==> src/assert_macros.svh <==
// Assertion macros for the RTL of the keystream cipher block.
`ifndef ASSERT_MACROS_SVH
`define ASSERT_MACROS_SVH

// The consequent must hold in the same cycle as the antecedent.
`define CHECK_SAME(lbl, ante, cons, msg) \
  lbl: assert property (@(posedge clk) disable iff (rst) (ante) |-> (cons)) \
    else $error(msg);

// The consequent must hold in the cycle after the antecedent.
`define CHECK_NEXT(lbl, ante, cons, msg) \
  lbl: assert property (@(posedge clk) disable iff (rst) (ante) |=> (cons)) \
    else $error(msg);

`endif

==> src/tkc_pkg.sv <==
// Package with constants, codes and control types of the keystream cipher block.
`default_nettype none

package tkc_pkg;

  localparam int MAX_SLICE = 4096;
  localparam int IDX_W     = (MAX_SLICE > 1) ? $clog2(MAX_SLICE) : 1;

  localparam int BYTE_W     = 8;
  localparam int WORD_W     = 64;
  localparam int HALF_W     = 32;
  localparam int CFG_IDX_W  = 3;
  localparam int CFG_DATA_W = 32;
  localparam int VARIANT_W  = 2;

  localparam logic [WORD_W-1:0] GOLDEN      = 64'h9E3779B97F4A7C15;
  localparam logic [WORD_W-1:0] MULT_A      = 64'hBF58476D1CE4E5B9;
  localparam logic [WORD_W-1:0] MULT_B      = 64'h94D049BB133111EB;
  localparam logic [WORD_W-1:0] KDF_SALT    = 64'h544945524B445946;
  localparam logic [WORD_W-1:0] STREAM_SALT = 64'h53545245414D5F5F;
  localparam logic [WORD_W-1:0] TAG_SALT_V0 = 64'h005441475F4B4559;
  localparam logic [WORD_W-1:0] TAG_SALT_V1 = 64'h0005441475F56310;
  localparam logic [WORD_W-1:0] TAG_SALT_V2 = 64'h0005441475F56320;

  // Configuration register indexes.
  localparam logic [CFG_IDX_W-1:0] CFG_SHARED_SECRET = 3'd0;
  localparam logic [CFG_IDX_W-1:0] CFG_PUBLIC_A      = 3'd1;
  localparam logic [CFG_IDX_W-1:0] CFG_PUBLIC_B      = 3'd2;
  localparam logic [CFG_IDX_W-1:0] CFG_TAG_VARIANT   = 3'd3;
  localparam logic [CFG_IDX_W-1:0] CFG_DECRYPT_MODE  = 3'd4;

  // Tag variants.
  localparam logic [VARIANT_W-1:0] VARIANT_64 = 2'd0;
  localparam logic [VARIANT_W-1:0] VARIANT_16 = 2'd1;

  // What a mix result is used for.
  localparam logic [1:0] PUR_KEY    = 2'd0;
  localparam logic [1:0] PUR_STREAM = 2'd1;
  localparam logic [1:0] PUR_HMIX   = 2'd2;
  localparam logic [1:0] PUR_TAG    = 2'd3;

  // Operand selection for the shared multiplier.
  localparam logic [1:0] MSEL_PUB_B = 2'd0;
  localparam logic [1:0] MSEL_TIER  = 2'd1;
  localparam logic [1:0] MSEL_MIX_A = 2'd2;
  localparam logic [1:0] MSEL_MIX_B = 2'd3;

  typedef struct packed {
    logic       accept;
    logic       mul_start;
    logic [1:0] mul_sel;
    logic       seed_fold;
    logic       mix_write;
    logic [1:0] purpose;
    logic       absorb_pre;
    logic       absorb_fold;
    logic       out_load;
  } tkc_cmd_t;

  typedef struct packed {
    logic mul_done;
    logic last;
    logic do_mix;
    logic out_free;
  } tkc_status_t;

endpackage

`default_nettype wire

==> src/tkc_if.sv <==
// Channel interfaces of the keystream cipher block: input, result and configuration.
`default_nettype none

interface tkc_in_if import tkc_pkg::*; ();
  logic              valid;
  logic              ready;
  logic [BYTE_W-1:0] data_byte;
  logic [BYTE_W-1:0] tier;
  logic              first;
  logic              last;

  modport source (output valid, data_byte, tier, first, last, input ready);
  modport sink   (input valid, data_byte, tier, first, last, output ready);
endinterface

interface tkc_out_if import tkc_pkg::*; ();
  logic              valid;
  logic              ready;
  logic [BYTE_W-1:0] out_byte;
  logic [WORD_W-1:0] tag;
  logic              tag_valid;
  logic              end_of_slice;

  modport source (output valid, out_byte, tag, tag_valid, end_of_slice, input ready);
  modport sink   (input valid, out_byte, tag, tag_valid, end_of_slice, output ready);
endinterface

interface tkc_cfg_if import tkc_pkg::*; ();
  logic                  valid;
  logic                  ready;
  logic [CFG_IDX_W-1:0]  index;
  logic [CFG_DATA_W-1:0] data;

  modport source (output valid, index, data, input ready);
  modport sink   (input valid, index, data, output ready);
endinterface

`default_nettype wire

==> src/tkc_mul.sv <==
// Shared 64x64 low-half multiplier built from one 32x32 multiplier in three steps.
`default_nettype none

module tkc_mul import tkc_pkg::*; (
  input  logic              clk,
  input  logic              rst,
  input  logic              start,
  input  logic [WORD_W-1:0] a,
  input  logic [WORD_W-1:0] b,
  output logic [WORD_W-1:0] prod,
  output logic              done
);

  localparam logic [1:0] PH_LL = 2'd0;
  localparam logic [1:0] PH_LH = 2'd1;
  localparam logic [1:0] PH_HL = 2'd2;

  logic [WORD_W-1:0] a_r;
  logic [WORD_W-1:0] b_r;
  logic [WORD_W-1:0] acc;
  logic [1:0]        phase;
  logic              busy;
  logic [HALF_W-1:0] mx;
  logic [HALF_W-1:0] my;
  logic [WORD_W-1:0] pp;

  // Only the low half of each cross product reaches the low 64 bits.
  always_comb begin
    case (phase)
      PH_LL: begin
        mx = a_r[HALF_W-1:0];
        my = b_r[HALF_W-1:0];
      end
      PH_LH: begin
        mx = a_r[HALF_W-1:0];
        my = b_r[WORD_W-1:HALF_W];
      end
      default: begin
        mx = a_r[WORD_W-1:HALF_W];
        my = b_r[HALF_W-1:0];
      end
    endcase
    pp = WORD_W'(mx) * WORD_W'(my);
  end

  always_ff @(posedge clk) begin
    if (rst) begin
      busy  <= 1'b0;
      done  <= 1'b0;
      phase <= PH_LL;
    end else if (start) begin
      busy  <= 1'b1;
      done  <= 1'b0;
      phase <= PH_LL;
    end else if (busy) begin
      if (phase == PH_HL) begin
        busy <= 1'b0;
        done <= 1'b1;
      end
      phase <= phase + 2'd1;
    end else begin
      done <= 1'b0;
    end
  end

  always_ff @(posedge clk) begin
    if (start) begin
      a_r <= a;
      b_r <= b;
    end
    if (busy) begin
      if (phase == PH_LL) begin
        acc <= pp;
      end else begin
        acc <= acc + {pp[HALF_W-1:0], {HALF_W{1'b0}}};
      end
    end
  end

  assign prod = acc;

endmodule

`default_nettype wire

==> src/tkc_datapath.sv <==
// Datapath: configuration, key, keystream and tag registers, mix logic and result register.
`default_nettype none

module tkc_datapath import tkc_pkg::*; (
  input  logic                  clk,
  input  logic                  rst,
  input  tkc_cmd_t              cmd,
  output tkc_status_t           status,
  input  logic                  cfg_we,
  input  logic [CFG_IDX_W-1:0]  cfg_index,
  input  logic [CFG_DATA_W-1:0] cfg_data,
  input  logic [BYTE_W-1:0]     data_byte,
  input  logic [BYTE_W-1:0]     tier,
  input  logic                  last,
  input  logic                  out_ready,
  output logic                  out_valid,
  output logic [BYTE_W-1:0]     out_byte,
  output logic [WORD_W-1:0]     tag,
  output logic                  tag_valid,
  output logic                  end_of_slice
);

  logic [HALF_W-1:0]    shared_secret;
  logic [HALF_W-1:0]    public_a;
  logic [HALF_W-1:0]    public_b;
  logic [VARIANT_W-1:0] tag_variant;
  logic                 decrypt_mode;

  logic [WORD_W-1:0] stream_state;
  logic [WORD_W-1:0] tag_acc;
  logic [IDX_W-1:0]  byte_index;
  logic [IDX_W-1:0]  byte_index_next;

  logic [BYTE_W-1:0] data_r;
  logic [BYTE_W-1:0] tier_r;
  logic              last_r;
  logic [WORD_W-1:0] seed;
  logic [BYTE_W-1:0] ob_r;
  logic [WORD_W-1:0] tag_r;
  logic [WORD_W-1:0] absorb_t;
  logic [WORD_W-1:0] absorb_c;

  logic [WORD_W-1:0] mul_a;
  logic [WORD_W-1:0] mul_b;
  logic [WORD_W-1:0] prod;
  logic              mul_done;

  logic [WORD_W-1:0] mix_src;
  logic [WORD_W-1:0] mix_add;
  logic [WORD_W-1:0] mix_out;
  logic [WORD_W-1:0] tag_salt;
  logic [IDX_W:0]    idx_inc;
  logic [15:0]       idx_ext;
  logic [BYTE_W-1:0] absorb_byte;

  tkc_mul u_mul (
    .clk   (clk),
    .rst   (rst),
    .start (cmd.mul_start),
    .a     (mul_a),
    .b     (mul_b),
    .prod  (prod),
    .done  (mul_done)
  );

  always_comb begin
    idx_inc = {1'b0, byte_index} + (IDX_W + 1)'(1);
    case (cmd.purpose)
      PUR_KEY:    mix_src = seed;
      PUR_STREAM: mix_src = stream_state;
      PUR_HMIX:   mix_src = tag_acc;
      default:    mix_src = tag_acc ^ WORD_W'(idx_inc);
    endcase
    mix_add = mix_src + GOLDEN;
    mix_out = prod ^ (prod >> 31);

    case (cmd.mul_sel)
      MSEL_PUB_B: begin
        mul_a = WORD_W'(public_b);
        mul_b = GOLDEN;
      end
      MSEL_TIER: begin
        mul_a = WORD_W'(tier_r);
        mul_b = MULT_A;
      end
      MSEL_MIX_A: begin
        mul_a = mix_add ^ (mix_add >> 30);
        mul_b = MULT_A;
      end
      default: begin
        mul_a = prod ^ (prod >> 27);
        mul_b = MULT_B;
      end
    endcase

    case (tag_variant)
      VARIANT_64: tag_salt = TAG_SALT_V0;
      VARIANT_16: tag_salt = TAG_SALT_V1;
      default:    tag_salt = TAG_SALT_V2;
    endcase

    idx_ext = 16'(byte_index);
    case (tag_variant)
      VARIANT_64: status.do_mix = (idx_ext[5:0] == 6'h3F);
      VARIANT_16: status.do_mix = (idx_ext[3:0] == 4'hF);
      default:    status.do_mix = 1'b1;
    endcase

    absorb_byte = decrypt_mode ? data_r : ob_r;

    if (byte_index == IDX_W'(MAX_SLICE - 1)) begin
      byte_index_next = '0;
    end else begin
      byte_index_next = byte_index + IDX_W'(1);
    end

    status.mul_done = mul_done;
    status.last     = last_r;
    status.out_free = !out_valid || out_ready;
  end

  // Configuration registers.
  always_ff @(posedge clk) begin
    if (rst) begin
      shared_secret <= '0;
      public_a      <= '0;
      public_b      <= '0;
      tag_variant   <= VARIANT_16;
      decrypt_mode  <= 1'b0;
    end else if (cfg_we) begin
      case (cfg_index)
        CFG_SHARED_SECRET: shared_secret <= cfg_data;
        CFG_PUBLIC_A:      public_a      <= cfg_data;
        CFG_PUBLIC_B:      public_b      <= cfg_data;
        CFG_TAG_VARIANT:   tag_variant   <= cfg_data[VARIANT_W-1:0];
        CFG_DECRYPT_MODE:  decrypt_mode  <= cfg_data[0];
        default: ;
      endcase
    end
  end

  // Slice state: keystream, running tag and byte position.
  always_ff @(posedge clk) begin
    if (rst) begin
      stream_state <= '0;
      tag_acc      <= '0;
      byte_index   <= '0;
    end else begin
      if (cmd.mix_write) begin
        case (cmd.purpose)
          PUR_KEY: begin
            stream_state <= mix_out ^ STREAM_SALT;
            tag_acc      <= mix_out ^ tag_salt;
            byte_index   <= '0;
          end
          PUR_STREAM: stream_state <= stream_state + GOLDEN;
          PUR_HMIX:   tag_acc      <= mix_out;
          default: ;
        endcase
      end
      if (cmd.absorb_fold) begin
        tag_acc <= tag_acc ^ (absorb_t + absorb_c);
      end
      if (cmd.out_load) begin
        byte_index <= byte_index_next;
      end
    end
  end

  // Per-item working registers.
  always_ff @(posedge clk) begin
    if (cmd.accept) begin
      data_r <= data_byte;
      tier_r <= tier;
      last_r <= last;
      seed   <= {shared_secret, public_a} ^ KDF_SALT;
    end
    if (cmd.seed_fold) begin
      seed <= seed ^ prod;
    end
    if (cmd.mix_write && cmd.purpose == PUR_STREAM) begin
      ob_r <= data_r ^ mix_out[BYTE_W-1:0];
    end
    if (cmd.mix_write && cmd.purpose == PUR_TAG) begin
      tag_r <= mix_out;
    end
    if (cmd.absorb_pre) begin
      absorb_t <= (tag_acc << 6) + (tag_acc >> 2);
      absorb_c <= GOLDEN + WORD_W'(absorb_byte) + WORD_W'(byte_index);
    end
  end

  // Result register.
  always_ff @(posedge clk) begin
    if (rst) begin
      out_valid <= 1'b0;
    end else if (cmd.out_load) begin
      out_valid <= 1'b1;
    end else if (out_ready) begin
      out_valid <= 1'b0;
    end
  end

  always_ff @(posedge clk) begin
    if (cmd.out_load) begin
      out_byte     <= ob_r;
      tag          <= last_r ? tag_r : '0;
      tag_valid    <= last_r;
      end_of_slice <= last_r;
    end
  end

endmodule

`default_nettype wire

==> src/tkc_ctrl.sv <==
// Controller state machine that sequences key derivation, mixing, absorption and output.
`default_nettype none

module tkc_ctrl import tkc_pkg::*; (
  input  logic        clk,
  input  logic        rst,
  input  logic        in_valid,
  input  logic        in_first,
  output logic        in_ready,
  input  tkc_status_t status,
  output tkc_cmd_t    cmd
);

  localparam logic [3:0] S_IDLE  = 4'd0;
  localparam logic [3:0] S_KB_GO = 4'd1;
  localparam logic [3:0] S_KB_W  = 4'd2;
  localparam logic [3:0] S_KT_GO = 4'd3;
  localparam logic [3:0] S_KT_W  = 4'd4;
  localparam logic [3:0] S_M1_GO = 4'd5;
  localparam logic [3:0] S_M1_W  = 4'd6;
  localparam logic [3:0] S_M2_GO = 4'd7;
  localparam logic [3:0] S_M2_W  = 4'd8;
  localparam logic [3:0] S_MDONE = 4'd9;
  localparam logic [3:0] S_ABS1  = 4'd10;
  localparam logic [3:0] S_ABS2  = 4'd11;
  localparam logic [3:0] S_OUT   = 4'd12;

  logic [3:0] state;
  logic [3:0] state_next;
  logic [1:0] purpose;
  logic [1:0] purpose_next;

  always_comb begin
    cmd          = '0;
    cmd.purpose  = purpose;
    state_next   = state;
    purpose_next = purpose;
    in_ready     = 1'b0;

    case (state)
      S_IDLE: begin
        in_ready = 1'b1;
        if (in_valid) begin
          cmd.accept = 1'b1;
          if (in_first) begin
            state_next = S_KB_GO;
          end else begin
            purpose_next = PUR_STREAM;
            state_next   = S_M1_GO;
          end
        end
      end
      S_KB_GO: begin
        cmd.mul_start = 1'b1;
        cmd.mul_sel   = MSEL_PUB_B;
        state_next    = S_KB_W;
      end
      S_KB_W: begin
        if (status.mul_done) begin
          cmd.seed_fold = 1'b1;
          state_next    = S_KT_GO;
        end
      end
      S_KT_GO: begin
        cmd.mul_start = 1'b1;
        cmd.mul_sel   = MSEL_TIER;
        state_next    = S_KT_W;
      end
      S_KT_W: begin
        if (status.mul_done) begin
          cmd.seed_fold = 1'b1;
          purpose_next  = PUR_KEY;
          state_next    = S_M1_GO;
        end
      end
      S_M1_GO: begin
        cmd.mul_start = 1'b1;
        cmd.mul_sel   = MSEL_MIX_A;
        state_next    = S_M1_W;
      end
      S_M1_W: begin
        if (status.mul_done) begin
          state_next = S_M2_GO;
        end
      end
      S_M2_GO: begin
        cmd.mul_start = 1'b1;
        cmd.mul_sel   = MSEL_MIX_B;
        state_next    = S_M2_W;
      end
      S_M2_W: begin
        if (status.mul_done) begin
          state_next = S_MDONE;
        end
      end
      S_MDONE: begin
        cmd.mix_write = 1'b1;
        case (purpose)
          PUR_KEY: begin
            purpose_next = PUR_STREAM;
            state_next   = S_M1_GO;
          end
          PUR_STREAM: state_next = S_ABS1;
          PUR_HMIX: begin
            if (status.last) begin
              purpose_next = PUR_TAG;
              state_next   = S_M1_GO;
            end else begin
              state_next = S_OUT;
            end
          end
          default: state_next = S_OUT;
        endcase
      end
      S_ABS1: begin
        cmd.absorb_pre = 1'b1;
        state_next     = S_ABS2;
      end
      S_ABS2: begin
        cmd.absorb_fold = 1'b1;
        if (status.do_mix) begin
          purpose_next = PUR_HMIX;
          state_next   = S_M1_GO;
        end else if (status.last) begin
          purpose_next = PUR_TAG;
          state_next   = S_M1_GO;
        end else begin
          state_next = S_OUT;
        end
      end
      S_OUT: begin
        if (status.out_free) begin
          cmd.out_load = 1'b1;
          state_next   = S_IDLE;
        end
      end
      default: state_next = S_IDLE;
    endcase
  end

  always_ff @(posedge clk) begin
    if (rst) begin
      state   <= S_IDLE;
      purpose <= PUR_STREAM;
    end else begin
      state   <= state_next;
      purpose <= purpose_next;
    end
  end

endmodule

`default_nettype wire

==> src/tiered_keystream_cipher_with_tag_core.sv <==
// Top level of the tiered keystream cipher with keyed tag.
//
//   Channel  Role   Request carries
//   -------  -----  ------------------------------------------------------
//   din      sink   data_byte, tier, first, last
//   dout     source out_byte, tag, tag_valid, end_of_slice
//   cfg      sink   index, data (register write, always ready)
//
// One byte request is worked on at a time; a first byte adds key derivation,
// and each tag mix (periodic or final) that it triggers adds a splitmix round.
// Every 64-bit multiply runs on one shared 32x32 multiplier, and one splitmix
// round needs two of them. Reset is synchronous and active high; it clears the
// slice state and the result register and loads the configuration defaults. A
// held result register stalls only the final step of the next byte, which
// waits until the slot is free.
`default_nettype none
`include "assert_macros.svh"

module tiered_keystream_cipher_with_tag_core import tkc_pkg::*; (
  input logic      clk,
  input logic      rst,
  tkc_in_if.sink   din,
  tkc_out_if.source dout,
  tkc_cfg_if.sink  cfg
);

  tkc_cmd_t    cmd;
  tkc_status_t status;

  // The configuration registers are plain flops, so a write is always taken.
  assign cfg.ready = 1'b1;

  // The controller owns the handshake on the input side and steps the datapath
  // through key derivation, keystream mixing, tag absorption and output.
  tkc_ctrl u_ctrl (
    .clk      (clk),
    .rst      (rst),
    .in_valid (din.valid),
    .in_first (din.first),
    .in_ready (din.ready),
    .status   (status),
    .cmd      (cmd)
  );

  // The datapath holds every data register of the cipher and the result register
  // that drives the output channel.
  tkc_datapath u_dp (
    .clk          (clk),
    .rst          (rst),
    .cmd          (cmd),
    .status       (status),
    .cfg_we       (cfg.valid && cfg.ready),
    .cfg_index    (cfg.index),
    .cfg_data     (cfg.data),
    .data_byte    (din.data_byte),
    .tier         (din.tier),
    .last         (din.last),
    .out_ready    (dout.ready),
    .out_valid    (dout.valid),
    .out_byte     (dout.out_byte),
    .tag          (dout.tag),
    .tag_valid    (dout.tag_valid),
    .end_of_slice (dout.end_of_slice)
  );

  // A result must never overwrite one that has not yet been taken.
  `CHECK_SAME(a_no_overwrite, cmd.out_load, !dout.valid || dout.ready, "result overwritten")

  // Only one byte is in flight, so an accepted request drops ready next cycle.
  `CHECK_NEXT(a_single_item, din.valid && din.ready, !din.ready, "second request taken early")

  // The final tag is computed only for the last byte of a slice.
  `CHECK_SAME(a_tag_on_last, cmd.mix_write && cmd.purpose == PUR_TAG, status.last, "tag without last")

  // The multiplier is never started in the cycle that takes a new request.
  `CHECK_SAME(a_mul_quiet, din.valid && din.ready, !cmd.mul_start, "multiply on accept")

endmodule

`default_nettype wire
==> src/flat_wrapper.sv <==
// flat-port wrapper written by rule: the top's interface ports become plain ports
module tiered_keystream_cipher_with_tag_core_flat import tkc_pkg::*;
  (clk, rst, din_valid, din_data_byte, din_tier, din_first, din_last, din_ready, dout_valid, dout_out_byte, dout_tag, dout_tag_valid, dout_end_of_slice, dout_ready, cfg_valid, cfg_index, cfg_data, cfg_ready);
  tkc_in_if din_i ();
  tkc_out_if dout_i ();
  tkc_cfg_if cfg_i ();
  input logic clk;
  input logic rst;
  input wire logic [$bits(din_i.valid)-1:0] din_valid;
  input wire logic [$bits(din_i.data_byte)-1:0] din_data_byte;
  input wire logic [$bits(din_i.tier)-1:0] din_tier;
  input wire logic [$bits(din_i.first)-1:0] din_first;
  input wire logic [$bits(din_i.last)-1:0] din_last;
  output wire logic [$bits(din_i.ready)-1:0] din_ready;
  output wire logic [$bits(dout_i.valid)-1:0] dout_valid;
  output wire logic [$bits(dout_i.out_byte)-1:0] dout_out_byte;
  output wire logic [$bits(dout_i.tag)-1:0] dout_tag;
  output wire logic [$bits(dout_i.tag_valid)-1:0] dout_tag_valid;
  output wire logic [$bits(dout_i.end_of_slice)-1:0] dout_end_of_slice;
  input wire logic [$bits(dout_i.ready)-1:0] dout_ready;
  input wire logic [$bits(cfg_i.valid)-1:0] cfg_valid;
  input wire logic [$bits(cfg_i.index)-1:0] cfg_index;
  input wire logic [$bits(cfg_i.data)-1:0] cfg_data;
  output wire logic [$bits(cfg_i.ready)-1:0] cfg_ready;
  assign din_i.valid = din_valid;
  assign din_i.data_byte = din_data_byte;
  assign din_i.tier = din_tier;
  assign din_i.first = din_first;
  assign din_i.last = din_last;
  assign din_ready = din_i.ready;
  assign dout_valid = dout_i.valid;
  assign dout_out_byte = dout_i.out_byte;
  assign dout_tag = dout_i.tag;
  assign dout_tag_valid = dout_i.tag_valid;
  assign dout_end_of_slice = dout_i.end_of_slice;
  assign dout_i.ready = dout_ready;
  assign cfg_i.valid = cfg_valid;
  assign cfg_i.index = cfg_index;
  assign cfg_i.data = cfg_data;
  assign cfg_ready = cfg_i.ready;
  tiered_keystream_cipher_with_tag_core u_core (.clk(clk), .rst(rst), .din(din_i), .dout(dout_i), .cfg(cfg_i));
endmodule
==> config.mk <==
export PLATFORM = sky130hd
export DESIGN_NAME = tiered_keystream_cipher_with_tag_core_flat
export DESIGN_NICKNAME = d
export VERILOG_FILES = /design/src/tkc_pkg.sv /design/src/tkc_if.sv /design/src/tkc_mul.sv /design/src/tkc_datapath.sv /design/src/tkc_ctrl.sv /design/src/tiered_keystream_cipher_with_tag_core.sv /design/src/flat_wrapper.sv
export VERILOG_INCLUDE_DIRS = /design/src /design/src/src
export SDC_FILE = /design/constraint.sdc
export NUM_CORES = 2
export LEC_CHECK = 0
export ABC_CLOCK_PERIOD_IN_PS = 19100
export BUFFER_PORTS_ARGS = -buffer_cell sky130_fd_sc_hd__buf_2
export CAP_MARGIN = 5
export CORE_UTILIZATION = 50
export CTS_BUF_LIST = sky130_fd_sc_hd__clkbuf_16
export CTS_CLUSTER_DIAMETER = 120
export DETAILED_ROUTE_END_ITERATION = 8
export PLACE_DENSITY = 0.72
export SLEW_MARGIN = 20
export SYNTH_ARGS = -nofsm -noshare
export SYNTH_HDL_FRONTEND = slang
export SYNTH_SLANG_ARGS = --single-unit
export TNS_END_PERCENT = 5
==> constraint.sdc <==
create_clock -name clk -period 19.1 [get_ports clk]
set_input_delay 5.73 -clock clk [delete_from_list [all_inputs] [get_ports clk]]
set_output_delay 5.73 -clock clk [all_outputs]
set_load 0.01 [all_outputs]
======== Word level (Yosys, flattened, before mapping) ========
Index checks and enable logic that the tools add are counted.
word-level totals
  flip-flop bits (word level) ............. 796
  bits of input ports ..................... 58
  logic and storage cells ................. 171
cells by class
  reduce and logical (&&, ||, !) cells .... 33
  multiplexer cells ....................... 53
  eq/ne operators ......................... 35
  add/subtract/negate cells ............... 10
  multipliers ............................. 1
  bitwise gates (word level) .............. 11
operators with widths
  cell                                                 count
  case mux 64 bit (3 select lines)                     2
  two-way mux 64 bit                                   5
  case mux 64 bit (2 select lines)                     2
  XOR 64 bit                                           3
  adder 64 bit                                         2
  adder 64 bit, second input constant                  2
  case mux 62 bit (2 select lines)                     1
  case mux 55 bit (2 select lines)                     1
  adder 64 x 12 -> 64 bit                              1
  adder 64 x 62 -> 64 bit                              1
  adder 64 x 8 -> 64 bit, first input constant         1
  multiplier 32 x 32 -> 64 bit                         1
  two-way mux 32 bit                                   2
  XOR 64 x 13 -> 64 bit                                1
  XOR 64 x 33 -> 64 bit                                1
  XOR 64 x 34 -> 64 bit                                1
  XOR 64 x 37 -> 64 bit                                1
  case mux 4 bit (13 select lines)                     1
  two-way mux 12 bit                                   4
  two-way mux 4 bit                                    8
  NOT 31 bit                                           1
  NOT 25 bit                                           1
  equality test 4 bit, second input constant           6
  equality test 4 x 3 -> 1 bit, second input constant  4
  other kinds (40)                                     90

======== Longest topological paths before layout ========
  word-level depth ........................ 6
  depth in mapped cells ................... 45
  depth with buffers taken out ............ 42

======== Hierarchy ========
Synthesis repeated with hierarchy kept, for this count alone.
unflattened totals
  cells, all modules ...................... 8,254
  area total of the unflattened synthesis .. 76,374.5 um^2
modules (own cells, without submodules)
  module                                 seq. area each (um^2)  area an instance (um^2)  times used  cells an instance
  tkc_mul                                5,845.6                41,084.4                 1           4,300
  tkc_datapath                           13,993.4               34,683.3                 1           3,868
  tkc_ctrl                               120.1                  595.6                    1           84
  tiered_keystream_cipher_with_tag_core  0.0                    11.3                     1           2

======== Worst setup path after synthesis ========
OpenSTA, ideal clock, no wires.
  path type ............................... register to register
  from .................................... register u_core.u_dp.u_mul.phase[1]
  to ...................................... register u_core.u_dp.u_mul.acc[62], in the netlist u_core.u_dp.u_mul.prod[62] (data pin)
  arrival ................................. 10,081 ps
  library setup time ...................... 272 ps
  required time ........................... 18,828 ps
  setup slack ............................. 8,747 ps
  cell stages (with the launch flop) ...... 43
  path buffers ............................ 3
  path through ............................ dfxtp_1 -> inv_1 -> ha_1 -> clkbuf_1 -> nor2_1 -> clkbuf_1 -> mux2_2 -> clkbuf_1 -> nand2_1 -> fa_1 -> inv_1 -> fa_1 -> inv_1 -> fa_1 -> inv_1 -> fa_1 -> ha_1 -> ha_1 -> [... 7 more ...] -> a211oi_1 -> a221o_1 -> a21o_1 -> a21oi_1 -> o21ai_0 -> a21o_1 -> a21oi_1 -> xnor2_1 -> ha_1 -> a21o_1 -> a21o_1 -> a2111o_1 -> a221oi_1 -> o21ai_0 -> a41oi_1 -> nor3b_1 -> a2111oi_0 -> a21oi_1
on the way
  longest elaborated chain between the ends .. 6
  elaborated cells on any way between the ends .. 8
  classes of those cells .................. 1 x add/sub; 1 x mul; 1 x eq/ne; 3 x mux; 2 x reduce/logical
ends and longest elaborated chain
  element                                                                   line                          RTL
  from (decl)                                                               tkc_mul.sv:21                 logic [1:0] phase;
  from (signal assigned)                                                    tkc_mul.sv:60                 phase <= phase + 2'd1;
  equality test 2 x 1 -> 1 bit / logical NOT 2 bit (equally long branches)  tkc_mul.sv:29, tkc_mul.sv:72
  OR reduction 2 bit (no line)                                              --
  two-way mux 32 bit                                                        tkc_mul.sv:29                 case (phase)
  multiplier 32 x 32 -> 64 bit                                              tkc_mul.sv:43                 pp = WORD_W'(mx) * WORD_W'(my);
  adder 64 bit                                                              tkc_mul.sv:75                 acc <= acc + {pp[HALF_W-1:0], {HALF_W{1'b0}}};
  two-way mux 64 bit *                                                      tkc_mul.sv:72                 if (phase == PH_LL) begin
  to (signal assigned)                                                      tkc_mul.sv:73                 acc <= pp;
  to (signal assigned)                                                      tkc_mul.sv:75
  to (decl)                                                                 tkc_mul.sv:20                 logic [WORD_W-1:0] acc;
Mark *: on every way between the ends. The rest lies on a longest branch, timed or not.
A chain may end at the register's enable or synchronous reset.

======== Final worst setup path ========
  from .................................... register u_core.u_dp.u_mul.phase[0]
  to ...................................... register u_core.u_dp.u_mul.acc[62], in the netlist u_core.u_dp.u_mul.prod[62] (data pin)
Same word-level chain as after synthesis.

==> metrics.txt <==
run status=completed; GRT Util Overall=39.4%; remaining global-route overflow=0; FF-to-FF Start=u_core.u_dp.u_mul.phase[0]$_SDFFE_PP0P_; number of detailed-routing iterations run before antenna repair=7; overall die width=381 um; clock latency on the worst-skew pair=0.67 ns; setup skew after layout=0.0439 ns; final core area utilization=54.3%; number of rows in the core area=138; worst hold path stage count=0; initial standard-cell utilization of the core=50.6%; chip height=381 um; end point of the most critical hold path=u_core.u_dp.out_byte[7]$_DFFE_PP_; number of storage elements in the synthesis netlist=690; most frequent cell after synthesis=sky130_fd_sc_hd__nand2_1; die area=0.145 mm2; total setup violations reported at the end of the flow=0; CTS Root Cell=sky130_fd_sc_hd__clkbuf_16; most frequently used flop master after synthesis=sky130_fd_sc_hd__edfxtp_1; time the worst path needs with I/O delays and setup=between 10 and 15 ns; top cells by count, synth=sky130_fd_sc_hd__nand2_1 (1,089), sky130_fd_sc_hd__inv_1 (1,055), sky130_fd_sc_hd__fa_1 (900); nets=9,132; Cell Count Post-Placement=9,587; Sinks on Clock Net=690; Synth top area share=25.0%; Hold Violations, Final=0; Reg2Reg Capture Point=u_core.u_dp.u_mul.prod[62]$_DFFE_PP_; number of cells upsized or downsized after cts=0; synth warn=0; maximum fanout count along the critical path=49; CTS tree=built; most frequent cell on the critical path=sky130_fd_sc_hd__inv_1; vias in the first global route=around 60k; setup TNS=0 ns; Worst Min Path Start=u_core.u_dp.ob_r[7]$_DFFE_PP_; proportion of register bits with asynchronous set or reset after synthesis=0%; RD Place Congestion=1.09; largest net degree at the start of global routing=87; Worst Hold Class=reg2reg; number of synthesized flops with an enable pin=440; detailed router's first-iteration violation count=8,068; Slew @ Worst Pin=approximately 1.3 ns; first-pass GRT wire length=415,000 um; unrepaired setup endpoints after global routing=no; worst reg-to-reg path cell count=36; maximum count of clock buffers along a single path=3; delay of the slowest cell on the worst path=0.83 ns; number of nets still failing antenna checks after routing=0; average routed wire per standard cell=29.5 um; number of buffers created by CTS=76; post-CTS setup buffer count=0; synthesized netlist cell count=7,843; startpoint kind of the worst setup timing path=flop; number of hold-repair buffers added at the cts stage=0; post-detailed-route via-to-cell ratio=between 6 and 7; most area-consuming cells after synthesis=sky130_fd_sc_hd__fa_1 (25%), sky130_fd_sc_hd__edfxtp_1 (18%), sky130_fd_sc_hd__dfxtp_1 (7.0%), sky130_fd_sc_hd__ha_1 (6.9%), sky130_fd_sc_hd__nand2_1 (5.7%); setup slack of the worst register-to-register path=about 7.1 ns; number of buffers and inverters on the critical path=11; mean instance size in the synthesized netlist=roughly 9.2 um2; Slowest cell on crit path=sky130_fd_sc_hd__mux2i_1; number of maximum-capacitance violations=0; post-DP HPWL=226,000 um; H-tree levels=3; crit path capture type=flop; final WL=288,000 um; post-route clock period utilization=63.0%; top-level port count=135; share of cells above drive strength 1=~6.6%; via count=60.8k; maximum achievable frequency=83.2 MHz; category of the most critical setup path=reg2reg; number of nets produced by synthesis=9,198; top cell family by delay on the critical path=adder cells; relative area change from synthesis to final layout=7.21%; final slew viol count=0; antenna violations before repair=14; number of remaining DRC errors=0; non-filler instance count after layout=around 9.7k; synthesized cell area=about 0.072 mm2; data required time at the worst endpoint=19.47 ns; clock-pin slew of the registers on the worst-case setup and hold paths=0.07 ns; PortBufs=133; number of library cell types mapped by synthesis=104; sequential share of the synthesized area=25.3%; normalized max-slew margin=15.1%; # fillers=12.9k; core box area=0.142 mm2; WP data arrival=12.39 ns; cell type with the highest aggregate area in the netlist=sky130_fd_sc_hd__fa_1
-- sequential cells by signal (all words and copies together), names as in the netlist, 8 cells and up --
name and count:
u_core.u_dp.absorb_t 64, u_core.u_dp.shared_secret 32, u_core.u_dp.tag_acc 64, u_core.u_dp.stream_state 64
u_core.u_dp.byte_index 12, u_core.u_dp.public_a 32, u_core.u_dp.absorb_c 16, u_core.u_dp.tier_r 8
u_core.u_dp.public_b 32, u_core.u_dp.seed 64, u_core.u_dp.out_byte 8, u_core.u_dp.ob_r 8
u_core.u_dp.tag_r 64, u_core.u_dp.data_r 8, u_core.u_dp.u_mul.prod 64, u_core.u_dp.u_mul.a_r 64
u_core.u_dp.tag 64
-- layer usage --
layer	wire length, um	global-route usage (%)	vias to the layer above
met5	97	0	-
met4	23600	26.1	14
met3	36100	11.3	967
met2	122000	57.8	4139
met1	106000	50.6	30100
li1	-	-	25600
-- worst max-delay path by stage --
stage                                                        from                              endpoint  slack [ns]  depth (start not counted)
final                     u_core.u_dp.u_mul.phase[0]$_SDFFE_PP0P_  u_core.u_dp.u_mul.prod[62]$_DFFE_PP_        7.07                         36
after global routing      u_core.u_dp.u_mul.phase[0]$_SDFFE_PP0P_  u_core.u_dp.u_mul.prod[62]$_DFFE_PP_        6.43                         39
after CTS                 u_core.u_dp.u_mul.phase[0]$_SDFFE_PP0P_  u_core.u_dp.u_mul.prod[62]$_DFFE_PP_        7.20                         41
after detailed placement  u_core.u_dp.u_mul.phase[0]$_SDFFE_PP0P_  u_core.u_dp.u_mul.prod[62]$_DFFE_PP_        7.26                         39
after global placement    u_core.u_dp.u_mul.phase[0]$_SDFFE_PP0P_  u_core.u_dp.u_mul.prod[62]$_DFFE_PP_        7.33                         39
after floorplan           u_core.u_dp.u_mul.phase[1]$_SDFFE_PP0P_  u_core.u_dp.u_mul.prod[62]$_DFFE_PP_        8.75                         42
-- layout by cell type (no fill, tap or decap), drive strengths merged, types with 46 or more instances in the layout --
cell and n:
and2 162, a21oi 522, nor2b 46, dfxtp 250, inv 1071, clkbuf 78, a211oi 59, nand3 106
nand2b 46, xor2 162, ha 397, fa 900, nor3 101, mux2i 89, o21ai 319, a21o 105
nand2 1089, nor2 551, edfxtp 440, xnor2 353, buf 255
-- through the flow --
stage / instance area, um2 / setup WS [ns] / hold WS (ns)
after floorplan: 71900 / 8.75 / 0.422
after global placement: 74400 / 7.33 / 0.430
after detailed placement: 74400 / 7.26 / 0.437
after CTS: 77100 / 7.20 / 0.451
after global routing: 77100 / 6.43 / 0.466
final: 77100 / 7.07 / 0.445
-- cell type report --
| cell class | count | area (um2) | area share [%] |
|---|---|---|---|
| multi-input combinational | 5686 | 48300 | 62.6 |
| sequential | 690 | 18200 | 23.6 |
| inverter | 1067 | 4010 | 5.19 |
| tap | 1890 | 2360 | 3.07 |
| clock buffer | 77 | 1930 | 2.50 |
| timing repair buffer | 256 | 1620 | 2.09 |
| clock inverter | 64 | 694 | 0.900 |
| antenna | 10 | 25.0 | 0.0324 |
-- logic make-up (layout without fill, tap and decap cells) --
kind of cell               Yosys count  after routing  synth area share [%]
and+or+nand+nor                   2302           2302                  14.2
buffers and inverters             1467           1464                  7.77
AOI/OAI and AO/OA                 1434           1434                  12.5
adders and majority gates         1297           1297                  31.9
DFF                                690            690                  25.3
xor gates and xnor gates           519            519                  6.39
muxes                              133            133                  1.93
other                                1             11               0.00521
Power is left out: the tool's default activity adds up to more than one toggle a clock period on the data nets, which glitch-free logic cannot reach.
